===== config.mk =====
export PLATFORM = sky130hd
export DESIGN_NAME = csv_field_tokenizer
export DESIGN_NICKNAME = d
export VERILOG_FILES = /design/src/rtl/cft_pkg.sv /design/src/rtl/cft_front.sv /design/src/rtl/cft_queue.sv /design/src/rtl/cft_back.sv /design/src/rtl/csv_field_tokenizer.sv
export SDC_FILE = /design/constraint.sdc
export NUM_CORES = 1
export LEC_CHECK = 0
export CAP_MARGIN = 20
export CORE_MARGIN = 10
export CORE_UTILIZATION = 57
export DETAILED_ROUTE_END_ITERATION = 8
export DONT_BUFFER_PORTS = 1
export PLACE_DENSITY = 0.81
export SYNTH_ARGS = -nofsm -noshare
export SYNTH_HDL_FRONTEND = slang
export SYNTH_SLANG_ARGS = --single-unit

===== constraint.sdc =====
create_clock -name clk -period 3.7 [get_ports clk]
set_input_delay 1.11 -clock clk [delete_from_list [all_inputs] [get_ports clk]]
set_output_delay 1.11 -clock clk [all_outputs]
set_load 0.01 [all_outputs]

===== src/rtl/cft_pkg.sv =====
// shared types and constants for the csv field tokenizer
package cft_pkg;

  localparam int MAX_COL = 256;
  localparam int COL_W   = $clog2(MAX_COL);
  localparam int CNT_W   = COL_W + 1;
  localparam int ROW_W   = 24;

  localparam logic [COL_W-1:0] COL_LAST = COL_W'(MAX_COL - 1);

  localparam int QDEPTH = 2;
  localparam int QPTR_W = $clog2(QDEPTH);
  localparam int QCNT_W = QPTR_W + 1;

  localparam logic [7:0] SEP_RESET = 8'd59;
  localparam logic [7:0] CH_COMMA  = 8'h2C;
  localparam logic [7:0] CH_SEMI   = 8'h3B;
  localparam logic [7:0] CH_TAB    = 8'h09;
  localparam logic [7:0] CH_QUOTE  = 8'h22;
  localparam logic [7:0] CH_NL     = 8'h0A;

  localparam logic CMD_DATA = 1'b0;
  localparam logic CMD_EOF  = 1'b1;

  typedef enum logic [2:0] {
    Q_UNQUOTED = 3'b001,
    Q_QUOTED   = 3'b010,
    Q_AFTER    = 3'b100
  } quote_t;

  typedef enum logic [1:0] {
    EV_NONE      = 2'd0,
    EV_CHAR      = 2'd1,
    EV_FIELD_END = 2'd2,
    EV_ROW_END   = 2'd3
  } kind_t;

  typedef struct packed {
    kind_t      kind;
    logic [7:0] ch;
  } op_t;

endpackage


===== src/rtl/cft_front.sv =====
// front end: quote machine that turns each byte into a token op
module cft_front (
  input  logic             clk,
  input  logic             rst,
  input  logic             cfg_wr_en,
  input  logic [7:0]       cfg_wr_data,
  input  logic             accept,
  input  logic             cmd,
  input  logic [7:0]       data_byte,
  output cft_pkg::op_t     op
);

  logic [7:0]      separator;
  cft_pkg::quote_t quote_state, quote_state_next;
  logic            line_has_bytes, line_has_bytes_next;
  logic            is_split, sep_hit;

  always_ff @(posedge clk) begin
    if (rst) begin
      separator      <= cft_pkg::SEP_RESET;
      quote_state    <= cft_pkg::Q_UNQUOTED;
      line_has_bytes <= 1'b0;
    end else begin
      if (cfg_wr_en) begin
        separator <= cfg_wr_data;
      end
      if (accept) begin
        quote_state    <= quote_state_next;
        line_has_bytes <= line_has_bytes_next;
      end
    end
  end

  assign is_split = (data_byte == cft_pkg::CH_COMMA) || (data_byte == cft_pkg::CH_SEMI)
                 || (data_byte == cft_pkg::CH_TAB);
  assign sep_hit  = is_split && (data_byte == separator);

  always_comb begin
    quote_state_next    = quote_state;
    line_has_bytes_next = line_has_bytes;
    op.kind             = cft_pkg::EV_NONE;
    op.ch               = 8'd0;
    if (cmd == cft_pkg::CMD_EOF) begin
      // end of file only closes a line that holds bytes
      if (line_has_bytes) begin
        op.kind = cft_pkg::EV_ROW_END;
      end
      line_has_bytes_next = 1'b0;
    end else if (data_byte == cft_pkg::CH_NL) begin
      op.kind             = cft_pkg::EV_ROW_END;
      line_has_bytes_next = 1'b0;
    end else begin
      line_has_bytes_next = 1'b1;
      unique case (quote_state)
        cft_pkg::Q_QUOTED: begin
          if (data_byte == cft_pkg::CH_QUOTE) begin
            quote_state_next = cft_pkg::Q_AFTER;
          end else begin
            op.kind = cft_pkg::EV_CHAR;
            op.ch   = data_byte;
          end
        end
        cft_pkg::Q_AFTER: begin
          if (is_split) begin
            // a split byte other than the separator is dropped here
            if (sep_hit) begin
              op.kind          = cft_pkg::EV_FIELD_END;
              quote_state_next = cft_pkg::Q_UNQUOTED;
            end
          end else if (data_byte == cft_pkg::CH_QUOTE) begin
            op.kind          = cft_pkg::EV_CHAR;
            op.ch            = cft_pkg::CH_QUOTE;
            quote_state_next = cft_pkg::Q_QUOTED;
          end else begin
            quote_state_next = cft_pkg::Q_UNQUOTED;
          end
        end
        default: begin
          quote_state_next = cft_pkg::Q_UNQUOTED;
          if (sep_hit) begin
            op.kind = cft_pkg::EV_FIELD_END;
          end else if (data_byte == cft_pkg::CH_QUOTE) begin
            quote_state_next = cft_pkg::Q_QUOTED;
          end else begin
            op.kind = cft_pkg::EV_CHAR;
            op.ch   = data_byte;
          end
        end
      endcase
    end
  end

endmodule


===== src/rtl/cft_queue.sv =====
// short op queue between front and back
module cft_queue (
  input  logic         clk,
  input  logic         rst,
  input  logic         push,
  input  cft_pkg::op_t push_op,
  input  logic         pop,
  output cft_pkg::op_t head_op,
  output logic         empty,
  output logic         full
);

  cft_pkg::op_t                  slots [cft_pkg::QDEPTH];
  logic [cft_pkg::QPTR_W-1:0]    wr_ptr, rd_ptr;
  logic [cft_pkg::QCNT_W-1:0]    fill;

  assign empty   = (fill == '0);
  assign full    = (fill == cft_pkg::QCNT_W'(cft_pkg::QDEPTH));
  assign head_op = slots[rd_ptr];

  always_ff @(posedge clk) begin
    if (push) begin
      slots[wr_ptr] <= push_op;
    end
  end

  always_ff @(posedge clk) begin
    if (rst) begin
      wr_ptr <= '0;
      rd_ptr <= '0;
      fill   <= '0;
    end else begin
      if (push) begin
        wr_ptr <= wr_ptr + cft_pkg::QPTR_W'(1);
      end
      if (pop) begin
        rd_ptr <= rd_ptr + cft_pkg::QPTR_W'(1);
      end
      case ({push, pop})
        2'b10:   fill <= fill + cft_pkg::QCNT_W'(1);
        2'b01:   fill <= fill - cft_pkg::QCNT_W'(1);
        default: fill <= fill;
      endcase
    end
  end

endmodule


===== src/rtl/cft_back.sv =====
// back end: column, row and widest-row counters plus the result register
module cft_back (
  input  logic                       clk,
  input  logic                       rst,
  input  logic                       q_empty,
  input  cft_pkg::op_t               head_op,
  output logic                       pop,
  output logic                       out_valid,
  input  logic                       out_stall,
  output logic [1:0]                 event_kind,
  output logic [7:0]                 field_char,
  output logic [cft_pkg::COL_W-1:0]  column_index,
  output logic [cft_pkg::ROW_W-1:0]  row_index,
  output logic [cft_pkg::CNT_W-1:0]  field_count,
  output logic [cft_pkg::CNT_W-1:0]  widest_row
);

  logic [cft_pkg::COL_W-1:0] cur_col, cur_col_next;
  logic [cft_pkg::ROW_W-1:0] rows_done, rows_done_next;
  logic [cft_pkg::CNT_W-1:0] max_fields, max_fields_next;
  logic [cft_pkg::CNT_W-1:0] row_count;

  assign pop       = !q_empty && (!out_valid || !out_stall);
  assign row_count = {1'b0, cur_col} + cft_pkg::CNT_W'(1);

  always_comb begin
    cur_col_next    = cur_col;
    rows_done_next  = rows_done;
    max_fields_next = max_fields;
    unique case (head_op.kind)
      cft_pkg::EV_FIELD_END: begin
        if (cur_col != cft_pkg::COL_LAST) begin
          cur_col_next = cur_col + cft_pkg::COL_W'(1);
        end
      end
      cft_pkg::EV_ROW_END: begin
        cur_col_next   = '0;
        rows_done_next = rows_done + cft_pkg::ROW_W'(1);
        if (row_count > max_fields) begin
          max_fields_next = row_count;
        end
      end
      default: ;
    endcase
  end

  always_ff @(posedge clk) begin
    if (rst) begin
      out_valid  <= 1'b0;
      cur_col    <= '0;
      rows_done  <= '0;
      max_fields <= '0;
    end else begin
      if (pop) begin
        out_valid  <= 1'b1;
        cur_col    <= cur_col_next;
        rows_done  <= rows_done_next;
        max_fields <= max_fields_next;
      end else if (!out_stall) begin
        out_valid <= 1'b0;
      end
    end
  end

  always_ff @(posedge clk) begin
    if (pop) begin
      event_kind   <= head_op.kind;
      field_char   <= head_op.ch;
      column_index <= cur_col;
      row_index    <= rows_done;
      field_count  <= (head_op.kind == cft_pkg::EV_ROW_END) ? row_count : '0;
      widest_row   <= max_fields_next;
    end
  end

endmodule


===== src/rtl/csv_field_tokenizer.sv =====
// top level of the csv field tokenizer
// data path: an accepted beat is written into the op queue, then popped into the result register
// throughput: one byte per cycle while out_stall is low; the front quote machine and the back counters each
// keep up with that rate, and a two-entry queue between them absorbs output stalls
// reset (rst, synchronous): quote state unquoted, counters zero, separator back to ';',
// queue and result register empty
module csv_field_tokenizer (
  input  logic        clk,
  input  logic        rst,
  input  logic        cfg_wr_en,
  input  logic [7:0]  cfg_wr_data,
  input  logic        in_valid,
  output logic        in_stall,
  input  logic        cmd,
  input  logic [7:0]  data_byte,
  output logic        out_valid,
  input  logic        out_stall,
  output logic [1:0]  event_kind,
  output logic [7:0]  field_char,
  output logic [7:0]  column_index,
  output logic [23:0] row_index,
  output logic [8:0]  field_count,
  output logic [8:0]  widest_row
);

  cft_pkg::op_t front_op, head_op;
  logic         accept, q_empty, q_full, pop;

  assign in_stall = q_full;
  assign accept   = in_valid && !in_stall;

  cft_front u_front (
    .clk        (clk),
    .rst        (rst),
    .cfg_wr_en  (cfg_wr_en),
    .cfg_wr_data(cfg_wr_data),
    .accept     (accept),
    .cmd        (cmd),
    .data_byte  (data_byte),
    .op         (front_op)
  );

  cft_queue u_queue (
    .clk    (clk),
    .rst    (rst),
    .push   (accept),
    .push_op(front_op),
    .pop    (pop),
    .head_op(head_op),
    .empty  (q_empty),
    .full   (q_full)
  );

  cft_back u_back (
    .clk         (clk),
    .rst         (rst),
    .q_empty     (q_empty),
    .head_op     (head_op),
    .pop         (pop),
    .out_valid   (out_valid),
    .out_stall   (out_stall),
    .event_kind  (event_kind),
    .field_char  (field_char),
    .column_index(column_index),
    .row_index   (row_index),
    .field_count (field_count),
    .widest_row  (widest_row)
  );

endmodule


# Word level (Yosys, flattened, before mapping)
# Memories as Yosys holds them, arrays and structs flattened. A register that Yosys moved wholly into a read port is not among the register bits.
# Index checks and enable logic that the tools add are counted.
[totals]
regBits = 118
latch_bits = 0
ramBits = 20
romBits = 0
output_inout_bits = 62
wordCells = 93
n_memories = 1
[mem_list]
columns = ["memory", "depth", "word_bits", "read_ports", "rd_ports_with_merged_regs", "write_ports", "line_no", "rtl"]
rows = [
  ["u_queue.slots", 2, 10, 1, 1, 1, "cft_queue.sv:13", "cft_pkg::op_t slots [cft_pkg::QDEPTH];"],
]
[op_classes]
add_sub_neg = 7
n_mul = 0
div_mod_pow = 0
n_lt_le_gt_ge = 1
eq_ne = 18
shift = 0
n_mux = 32
n_bitwise = 2
reduce_logical = 16
[op_table]
columns = ["operator", "count"]
rows = [
  ["two-way mux 8 bit", 5],
  ["two-way mux 9 bit", 4],
  ["adder 24 x 1 -> 24 bit, second input constant", 1],
  ["== test 8 x 6 -> 1 bit, second input constant", 3],
  ["case mux 10 bit (2 select lines)", 1],
  ["== test 8 x 4 -> 1 bit, second input constant", 2],
  ["two-way mux 2 bit", 8],
  ["case mux 8 bit (2 select lines)", 1],
  ["adder 8 x 1 -> 9 bit, second input constant", 1],
  ["> comparator 9 bit", 1],
  ["two-way mux 3 bit", 3],
  ["adder 8 x 1 -> 8 bit, second input constant", 1],
  ["== test 2 bit, second input constant", 4],
  ["== test 8 bit", 1],
  ["two-way mux 1 bit", 8],
  ["!= test 8 bit, second input constant", 1],
  ["!= test 2 x 1 -> 1 bit, second input constant", 3],
  ["case mux 3 bit (2 select lines)", 1],
  ["AND reduction 5 bit", 1],
  ["logical NOT 1 bit", 4],
  ["case mux 2 bit (2 select lines)", 1],
  ["nonzero test 2 bit", 2],
  ["== test 3 x 2 -> 1 bit, second input constant", 1],
  ["== test 3 bit, second input constant", 1],
  ["other kinds (11)", 17],
]

# Longest topological paths before layout
[logic_depth]
word_depth = 9
ltp_mapped = 12
ltp_nobuf = 11

# By module
# Synthesis repeated with hierarchy kept, for this count alone.
[unflattened]
cells_unflattened = 491
hier_area_um2 = 5873.1
[modules_own_cells]
columns = ["mod", "instances", "cells_per_inst", "area_each_um2", "seq_area_each_um2"]
rows = [
  ["cft_back", 1, 342, 4142.7, 2642.5],
  ["cft_queue", 1, 53, 923.4, 700.7],
  ["cft_front", 1, 95, 793.3, 240.2],
  ["csv_field_tokenizer", 1, 1, 13.8, 0.0],
]

# Worst setup path after synthesis
# OpenSTA, ideal clock, no wires.
[synth_path]
path_type = "input port to flip-flop"
startpoint = "input port out_stall"
endpoint = "register u_back.max_fields[0] in the netlist's numbering"
setup_time_ns = 0.070
arrival_time_ns = 3.531
slack_ns = 0.098
path_stages = 5
path_cell_list = "o2bb2ai_1 -> inv_1 -> o2111ai_1 -> or3_1 -> a21oi_1"
[synth_via]
elab_chain_cells = 3
[synth_lines]
columns = ["item", "line_no", "rtl"]
rows = [
  ["from (decl)", "csv_field_tokenizer.sv:17", "input logic out_stall,"],
  ["logical NOT 1 bit", "cft_back.sv:23", "assign pop = !q_empty && (!out_valid || !out_stall);"],
  ["logical OR 1 bit", "cft_back.sv:23", ""],
  ["logical AND 1 bit", "cft_back.sv:23", ""],
  ["named net pop", "csv_field_tokenizer.sv:27", "logic accept, q_empty, q_full, pop;"],
  ["to (signal assigned)", "cft_back.sv:58", "max_fields <= max_fields_next;"],
  ["to (decl)", "cft_back.sv:20", "logic [cft_pkg::CNT_W-1:0] max_fields, max_fields_next;"],
]
# The timed path passes the listed nets, and every way through them passes these cells.
# A chain may end at the register's enable or synchronous reset.

# Worst setup path in the final report
[layout_path]
startpoint = "register u_back.cur_col[1] in the netlist's numbering"
endpoint = "register u_back.widest_row[1] in the netlist's numbering, data pin"
[layout_via]
elab_chain_cells = 4
[layout_lines]
columns = ["item", "line_no", "rtl"]
rows = [
  ["from (decl)", "cft_back.sv:18", "logic [cft_pkg::COL_W-1:0] cur_col, cur_col_next;"],
  ["from (signal assigned)", "cft_back.sv:56", "cur_col <= cur_col_next;"],
  ["adder 8 x 1 -> 9 bit", "cft_back.sv:24", "assign row_count = {1'b0, cur_col} + cft_pkg::CNT_W'(1);"],
  ["named net u_back.row_count (one bit)", "cft_back.sv:21", "logic [cft_pkg::CNT_W-1:0] row_count;"],
  ["> comparator 9 bit", "cft_back.sv:39", "if (row_count > max_fields) begin"],
  ["two-way mux 9 bit", "cft_back.sv:39", ""],
  ["two-way mux 9 bit", "cft_back.sv:30", "unique case (head_op.kind)"],
  ["named net u_back.max_fields_next (one bit)", "cft_back.sv:20", ""],
  ["to (signal assigned)", "cft_back.sv:72", "widest_row <= max_fields_next;"],
  ["to (decl)", "cft_back.sv:15", "output logic [cft_pkg::CNT_W-1:0] widest_row"],
]
# The timed path passes the listed nets, and every way through them passes these cells.

==> flow_summary.json <==
{
  "synth_edf_count": 80,
  "worstSetupEndpointType": "flip-flop",
  "synth-warning-count": 0,
  "synth_ff_type": "edfxtp_1",
  "io_buffer_count": 0,
  "gp_congestion": 0.8628,
  "dp_hpwl_mm": 8.437,
  "crit_cells": 11,
  "fin_hold_ws_ps": 434.4,
  "io_pins": 84,
  "fin_ws_ps": 429.6,
  "synth_top_area_cell": "edfxtp_1",
  "synth_top_area_share": 0.4111,
  "crit_required_ps": 3960,
  "nFillCells": 703,
  "ctsHoldBuffers": 0,
  "rsz0062_at_grt": "false",
  "rows": 36,
  "antenna_found_initial": 0,
  "layout-drive-gt1-share": 0.1107,
  "fin_crit_ps": 3270,
  "htree_levels": 4,
  "intPower_w": 0.003594,
  "drv_slew": 0,
  "avgSynthCellArea_um2": 11.83,
  "grt_pass1_vias": 3761,
  "nets": 536,
  "ir_worst_vdd_v": 0.0002945,
  "ys_seq_area_frac": 0.6133,
  "cp_max_fo": 9,
  "grt-ovfl-total": 0,
  "drt-vias-per-instance": 5.940,
  "ys_seq_elements": 139,
  "clk_path_buf_depth": 2,
  "tns_ps": 0,
  "cpPeakStageDelay_ps": 420,
  "fin_crit_sh": 0.8839,
  "fin_util": 0.6729,
  "clock-sinks": 139,
  "synthArstFlopShare": 0,
  "cp_cell_sequence": "ha_1 -> nand3_1 -> nor2_1 -> xnor2_1 -> inv_1 -> ha_1 -> a21oi_1 -> o21ai_0 -> nand3_1 -> nand2_1 -> mux2_2",
  "grt_max_degree": 62,
  "skew_ps": 6.089,
  "first_pass_iters": 5,
  "worst_pin_slew_ps": 884.5,
  "cts_tree": "built",
  "pwr-share-clk": 0.346,
  "die_h_um": 121.2,
  "syn_nets": 528,
  "start_util": 0.5923,
  "area_growth_pct": 13.60,
  "hold_viol": 0,
  "core_area_um2": 9864,
  "crit_start": "u_back.cur_col[1]$_SDFFE_PP0P_",
  "power_frac_seq": 0.489,
  "clock.fmax_mhz": 305.8,
  "crit_family": "simple AND/OR/NAND/NOR gates",
  "yosysUniqueCellTypes": 55,
  "ant_nets": 0,
  "p_sw_w": 0.001524,
  "power.share.combinational": 0.165,
  "cts_buffers": 17,
  "setup.worst_path.class": "flip-flop to flip-flop",
  "r2r_cells": 11,
  "insertion_delay_ps": 510,
  "status": "finished, final reports clean",
  "drv_cap": 0,
  "postCtsResizedCells": 0,
  "reg2reg_slack_ps": 430,
  "multi_input_area_um2": 2112,
  "synthCells": 494,
  "setup_violations": 0,
  "grt.total_usage": 0.1693,
  "p_leak_nw": 2.378,
  "seq_area_um2": 3583,
  "yosys-top-cells-area": "edfxtp_1, dfxtp_1, xor2_1",
  "crit_buf_inv": 1,
  "synth_area_um2": 5843,
  "power_density_nw_per_um2": 771.1,
  "timing.max_slew.rel_slack": 0.4082,
  "cp-endpoint": "u_back.widest_row[1]$_DFFE_PP_",
  "cp-start-kind": "flip-flop",
  "rr_startpoint": "u_back.cur_col[1]$_SDFFE_PP0P_",
  "wire_per_inst_um": 19.12,
  "netSwitchingFraction": 0.2978,
  "hold_path_class": "flip-flop to flip-flop",
  "die_area_um2": 14700,
  "clockRootBuffer": "clkbuf_8",
  "die_x_um": 121.2,
  "cts_setup_buffers": 0,
  "crit_path_top_delay_cell": "nand2_1",
  "place_ws_ps": 521.9,
  "grt_pass1_wl_mm": 19.64,
  "vias": 3849,
  "drt-initial-drc-count": 329,
  "drc_errors": 0,
  "diodes": 0,
  "wl_mm": 12.39,
  "critPathArrivalTime_ps": 3530,
  "regToRegEndpoint": "u_back.widest_row[1]$_DFFE_PP_",
  "clkTransAtPathRegs_ps": 60
}
## placed cells by master, fill, tap and decap left out, types with 18 or more instances in the layout
cell type / Yosys / final
edfxtp_1: 80 / 80
dfxtp_1: 59 / 59
nor2_1: 51 / 51
xor2_1: 31 / 31
a21oi_1: 27 / 27
nand3_1: 26 / 26
nand2_1: 23 / 23
inv_1: 20 / 19
clkbuf_16: 0 / 18
## registers in the layout, indices dropped and copies added (netlist names), named ones only
| name | flops |
|---|---|
| u_front.quote_state | 3 |
| u_front.separator | 8 |
| u_queue.slots | 20 |
| u_back.field_count | 9 |
| u_back.max_fields | 9 |
| u_back.event_kind | 2 |
| u_back.widest_row | 9 |
| u_back.row_index | 24 |
| u_back.cur_col | 8 |
| u_queue.wr_ptr | 1 |
| u_queue.rd_ptr | 1 |
| u_back.column_index | 8 |
| u_back.field_char | 8 |
| u_back.rows_done | 24 |
| u_queue.fill | 2 |
| u_front.line_has_bytes | 1 |
| u_back.out_valid | 1 |
## layout make-up
cell class	count	area share
tap	133	0.02507
clock buffer	23	0.07823
inverter	20	0.01131
multi-input combinational	317	0.3182
sequential	139	0.5399
clock inverter	9	0.01942
timing repair buffer	7	0.007917
## metal layers
layer,part of all wire,global-route usage
met2,0.52,0.2898
met5,0,0
met4,0.014,0.06855
met3,0.053,0.04793
met1,0.42,0.1956
## power groups by stage
stage | logic [W] | registers (W) | clock network (W)
global route | 0.000926 | 0.00255 | 0.00187
CTS | 0.000840 | 0.00253 | 0.00180
finish | 0.000843 | 0.00250 | 0.00177
detailed placement | 0.000823 | 0.00256 | 0
global placement | 0.000785 | 0.00254 | 0
floorplan | 0.000630 | 0.00245 | 0
## synthesized netlist by cell type (3+ instances only)
master    instances
a211o_1           5
a21oi_1          27
a311oi_1          5
a31oi_1           3
and2_1            6
and3_1            8
and4_1            3
buf_2             4
clkbuf_1         12
dfxtp_1          59
edfxtp_1         80
ha_1             12
inv_1            20
mux2_2           11
mux2i_1          12
nand2_1          23
nand3_1          26
nand4_1          12
nor2_1           51
nor2b_1          11
nor3_1            9
nor4_1            6
o21ai_0           9
or3_1             3
xnor2_1          10
xor2_1           31
## kinds of logic (layout without fill, tap and decap cells)
kind of cell | Yosys count | count (layout) | synth area share
mux | 23 | 23 | 0.04176
compound gates | 68 | 68 | 0.07773
fa+ha+maj | 12 | 12 | 0.02570
simple gates | 173 | 173 | 0.1548
flops | 139 | 139 | 0.6133
xor+xnor | 41 | 41 | 0.06146
buf+inv | 38 | 59 | 0.02527
## how the worst min path moves through the flow
stage	from	to	cells after the start
floorplan	u_back.rows_done[18]$_SDFFE_PP0P_	u_back.row_index[18]$_DFFE_PP_	0
global placement	u_back.rows_done[18]$_SDFFE_PP0P_	u_back.row_index[18]$_DFFE_PP_	0
detailed placement	u_back.rows_done[18]$_SDFFE_PP0P_	u_back.row_index[18]$_DFFE_PP_	0
CTS	u_back.rows_done[18]$_SDFFE_PP0P_	u_back.row_index[18]$_DFFE_PP_	0
global route	u_back.rows_done[18]$_SDFFE_PP0P_	u_back.row_index[18]$_DFFE_PP_	0
finish	u_back.rows_done[18]$_SDFFE_PP0P_	u_back.row_index[18]$_DFFE_PP_	0
## stage by stage
stage / total power, W / instances / cell area [um2]
finish: 0.005118 / 648 / 6638
global route: 0.005344 / 648 / 6638
CTS: 0.005168 / 648 / 6638
detailed placement: 0.003379 / 616 / 5989
global placement: 0.003322 / 616 / 5989
floorplan: 0.003083 / 494 / 5843
(Power assumes the default switching activity.)
